[config.mk]
export PLATFORM = sky130hd
export DESIGN_NAME = cack_ctrl
export DESIGN_NICKNAME = d
export VERILOG_FILES = /design/src/rtl/core/cack_pkg.sv /design/src/rtl/core/cack_ctrl.sv
export SDC_FILE = /design/constraint.sdc
export NUM_CORES = 1
export LEC_CHECK = 0
export ABC_CLOCK_PERIOD_IN_PS = 3650
export BUFFER_PORTS_ARGS = -buffer_cell sky130_fd_sc_hd__buf_2
export CAP_MARGIN = 10
export CORE_AREA = 2 2 39 41
export CTS_CLUSTER_SIZE = 30
export DETAILED_ROUTE_END_ITERATION = 10
export DIE_AREA = 0 0 41 43
export SLEW_MARGIN = 20
export SYNTH_ARGS = -nofsm -noshare
export SYNTH_HDL_FRONTEND = slang
export SYNTH_SLANG_ARGS = --single-unit
[constraint.sdc]
create_clock -name clk -period 3.65 [get_ports clk]
set_input_delay 0.1825 -clock clk [delete_from_list [all_inputs] [get_ports clk]]
set_output_delay 0.1825 -clock clk [all_outputs]
set_load 0.02 [all_outputs]
[src/rtl/core/cack_pkg.sv]
// ----------------------------------------------------------------------------
// Cumulative ack receiver package
// Shared widths, constants, controller states and control/status bundles.
// ----------------------------------------------------------------------------
package cack_pkg;

	localparam int SEQ_W         = 12;
	localparam int CNT_W         = 13;
	localparam int WORD_W        = 32;
	localparam int OFF_W         = $clog2(WORD_W);
	localparam int SEQ_SPACE_DEF = 4096;
	localparam int MAP_MAX       = 1 << SEQ_W;
	localparam logic [CNT_W-1:0] TOTAL_RST = CNT_W'(4096);

	typedef enum logic [6:0] {
		S_CLEAR   = 7'b0000001,
		S_IDLE    = 7'b0000010,
		S_READ    = 7'b0000100,
		S_WRITE   = 7'b0001000,
		S_SCAN_RD = 7'b0010000,
		S_SCAN    = 7'b0100000,
		S_DONE    = 7'b1000000
	} state_t;

	typedef struct packed {
		logic clr_wr;
		logic load_in;
		logic rd_seq;
		logic wr_set;
		logic rd_ne;
		logic scan;
		logic load_out;
	} cmd_t;

	typedef struct packed {
		logic clr_last;
		logic oor;
		logic hit;
		logic scan_more;
	} status_t;

endpackage

[src/rtl/core/cack_ctrl.sv]
// ----------------------------------------------------------------------------
// Cumulative ack receiver controller
// Sequences bitmap clear, mark, word scan and result hand-off.
// ----------------------------------------------------------------------------
module cack_ctrl import cack_pkg::*; (
	input  logic    clk,
	input  logic    arst_n,
	input  logic    in_valid,
	output logic    in_ready,
	output logic    out_valid,
	input  logic    out_ready,
	input  status_t status,
	output cmd_t    cmd
);

	state_t state_q, state_nxt;
	logic   out_valid_q;

	always_comb begin
		state_nxt = state_q;
		cmd       = '0;
		in_ready  = 1'b0;
		unique case (state_q)
			S_CLEAR: begin
				cmd.clr_wr = 1'b1;
				if (status.clr_last) begin
					state_nxt = S_IDLE;
				end
			end
			S_IDLE: begin
				in_ready = 1'b1;
				if (in_valid) begin
					cmd.load_in = 1'b1;
					state_nxt   = S_READ;
				end
			end
			S_READ: begin
				if (status.oor) begin
					state_nxt = S_DONE;
				end else begin
					cmd.rd_seq = 1'b1;
					state_nxt  = S_WRITE;
				end
			end
			S_WRITE: begin
				cmd.wr_set = 1'b1;
				state_nxt  = status.hit ? S_SCAN_RD : S_DONE;
			end
			S_SCAN_RD: begin
				cmd.rd_ne = 1'b1;
				state_nxt = S_SCAN;
			end
			S_SCAN: begin
				cmd.scan  = 1'b1;
				state_nxt = status.scan_more ? S_SCAN_RD : S_DONE;
			end
			S_DONE: begin
				if (!out_valid_q || out_ready) begin
					cmd.load_out = 1'b1;
					state_nxt    = S_IDLE;
				end
			end
			default: begin
				state_nxt = S_CLEAR;
			end
		endcase
	end

	always_ff @(posedge clk or negedge arst_n) begin
		if (!arst_n) begin
			state_q     <= S_CLEAR;
			out_valid_q <= 1'b0;
		end else begin
			state_q <= state_nxt;
			if (cmd.load_out) begin
				out_valid_q <= 1'b1;
			end else if (out_ready) begin
				out_valid_q <= 1'b0;
			end
		end
	end

	assign out_valid = out_valid_q;

endmodule

==> impl_metrics.csv <==
group,metric,value,unit
status,outcome,"complete, no violations",
global_route,overflow,0,
placement,finalWeightedCongestion,0.724,
global_route,antenna_found_initial,0,
timing,maxSlewViolCount,0,
clock_network,cts_setup_buffers,0,
setup_path,critPathMaxStageDelay,460,ps
clock_network,cts_buffers,3,
floorplanning,die_x,41,um
clock_network,cts_tree,"built",
setup_path,r2r-start,"state_q[5]",
timing,fin_tns_setup,0,ps
floorplanning,fp.dieArea,1760,um2
global_route,first_global_vias,374,
setup_path,arrival,1630,ps
timing,layout_min_cycle_time,1810,ps
flow_run,maxCapViolCount,0,
pwr,vdd_drop_max,0.287,mV
min_path,holdPathEnd,"state_q[3]",
setup_path,r2r_end,"state_q[1]",
pwr,p_per_area,565,nW/um2
setup_path,ff2ff_setup_slack,2120,ps
timing,clock_skew,3.46,ps
pwr,total_power,342,uW
floorplanning,io_pins,17,
yosys,yosysTopAreaCell,"dfrtp_1",
global_route,grt_use_total,0.139,
global_route,grt_max_degree,10,
global_route,grt_pass1_wl,1.56,mm
timing,rsz0062_at_grt,"no",
pwr,power.static_leakage,0.304,nW
setup_path,cp.buffers_inverters,1,
min_path,hold_path_depth,2,
detailed_routing,wire_per_inst,11.7,um
clock_network,htree_num_levels,1,
yosys,ys_top_cells_by_area,"dfrtp_1 (37%), nor4b_1 (7.4%), dfstp_2 (5.5%), nand2_1 (4.0%), nand2b_1 (4.0%)",
timing,final_hold_viol_count,0,
setup_path,crit_family,"simple AND/OR/NAND/NOR gates",
setup_path,critPathKind,"register to output pin",
cells_and_area,fin_nets,79,
floorplanning,initial_utilization,0.343,
detailed_routing,drt_iter0_markers,7,
detailed_routing,ant_nets,0,
floorplanning,die_y,43,um
detailed_routing,avgViaCountPerCell,5.13,
yosys,async_flop_share,1.00,
clock_network,clk_latency,260,ps
clock_network,clockRootBuffer,"clkbuf_4",
detailed_routing,drt_pass1_iterations,4,
yosys,yosys-top-cells-count,"dfrtp_1 (7), nand2_1 (5), nor4b_1 (4)",
min_path,hp-class,"input pin to register",
yosys,syn-cell-area,474,um2
yosys,synth_ff_type,"dfrtp_1",
timing,slew_headroom,0.743,
placement,io_buffers,16,
yosys,avgSynthCellArea,9.48,um2
timing,final.period_utilization,0.497,
detailed_routing,drt_wl_total,1.00,mm
setup_path,path_cells,"nor3_1 -> nand2_1 -> nor4b_1 -> buf_2",
setup_path,reg2reg_depth,4,
detailed_routing,drc,0,
detailed_routing,num_vias,441,
min_path,hp-start,"status[2]",
timing,setup_viol,0,
setup_path,startpoint_type,"register",
setup_path,worstPathRequired,3470,ps
placement,pre_cts_slack,2120,ps
yosys,yosysMostFrequentCell,"dfrtp_1",
timing,fmax,0.552,GHz
cells_and_area,area_growth,27.7,%
clock_network,path_clk_slew,60,ps
floorplanning,num_rows,14,
setup_path,crit_slowest_cell,"dfrtp_1",
clock_network,clock_sinks,8,
yosys,synth_top_area_share,0.369,
clock_network,clk_path_buf_depth,2,
yosys,synth_edf_count,0,
cells_and_area,num_antenna_cells,0,
yosys,yosys_warnings,0,
yosys,synthDistinctLibCells,27,
yosys,yosysSeqAreaShare,0.425,
cells_and_area,drive_above_1_share,0.343,
yosys,synth_fp_nets,58,
yosys,netlist_instances,50,
placement,hpwl,792,um
yosys,ys_ff_latch,8,
timing,setup_ws,1840,ps
setup_path,path_max_fanout,9,
setup_path,endpoint_kind,"output pin",
floorplanning,design.core.area,1380,um2
timing,worstMarginPinSlew,375,ps
==> routing by layer <==
metal  GRT usage  routed length [um]
met1       0.169                 446
met2       0.194                 491
met3      0.0942                  64
met4      0.0400                   0
met5           0                   0
==> placed cells by master, fill, tap and decap left out <==
cell,netlist,layout
xor2_1,1,1
a21oi_1,1,1
nand3_1,1,1
o221ai_1,1,1
a2111oi_0,1,1
nor3_1,2,2
clkbuf_4,0,3
o22ai_1,1,1
clkbuf_1,0,1
o21ai_0,2,2
nand2_1,5,5
dfrtp_1,7,7
inv_1,1,1
nor4b_1,4,4
nor2_1,3,3
nor2_4,1,1
dfstp_2,1,1
or4_4,1,1
a22o_1,1,1
dlygate4sd3_1,0,1
nor2b_1,3,3
nand2b_1,3,3
nand2_2,1,1
buf_2,1,16
and2_1,2,2
o41ai_1,1,1
nand3b_1,1,1
and3b_1,1,1
nor2_2,1,1
nand4b_1,2,2
==> cell type report <==
class	instances	area (um2)
clock buffer	4	26.3
fill	148	778
inverter	1	3.75
multi-input combinational	40	264
sequential	8	201
tap	16	20.0
timing repair buffer	17	90.1
==> power by group <==
part           leakage [nW]  internal [mW]  switching (mW)
logic                 0.183         0.0598          0.0760
registers             0.107          0.107          0.0238
clock network        0.0150         0.0420          0.0331
==> stage by stage <==
stage | hold WS (ps) | instance area (um2) | std cells | utilization
final | 114 | 606 | 86 | 0.438
after global routing | 112 | 606 | 86 | 0.438
after CTS | 105 | 606 | 86 | 0.438
after detailed placement | 40.8 | 569 | 81 | 0.411
after global placement | 37.4 | 569 | 81 | 0.411
after floorplan | -113 | 474 | 50 | -
==> repair_timing <==
action	in CTS	in global routing
hold buffers	1	0
resized for setup	0	0
endpoints found under the hold margin	8	0
==> worst max-delay path by stage <==
stage | slack, ps | from | depth (start not counted) | endpoint
CTS | 1820 | state_q[1] | 4 | cmd[4]
floorplan | 1840 | state_q[1] | 4 | cmd[4]
finish | 1840 | state_q[1] | 4 | cmd[4]
detailed placement | 2120 | state_q[2] | 4 | cmd[2]
global route | 1670 | state_q[1] | 4 | cmd[4]
global placement | 2140 | state_q[1] | 4 | cmd[4]
==> state kept, by name, summed over array words and instances (netlist names) <==
name	count
state_q	7
out_valid	1
==> cells by family (layout without fill, tap and decap cells) <==
logic type / after synthesis / count (layout) / share of synthesized area
XOR/XNOR: 1 / 1 / 0.0185
AND/OR/NAND/NOR: 31 / 31 / 0.420
buffers and inverters: 2 / 22 / 0.0185
flip-flops: 8 / 8 / 0.425
AO/OA/AOI/OAI: 8 / 8 / 0.119
(Power assumes the default switching activity.)
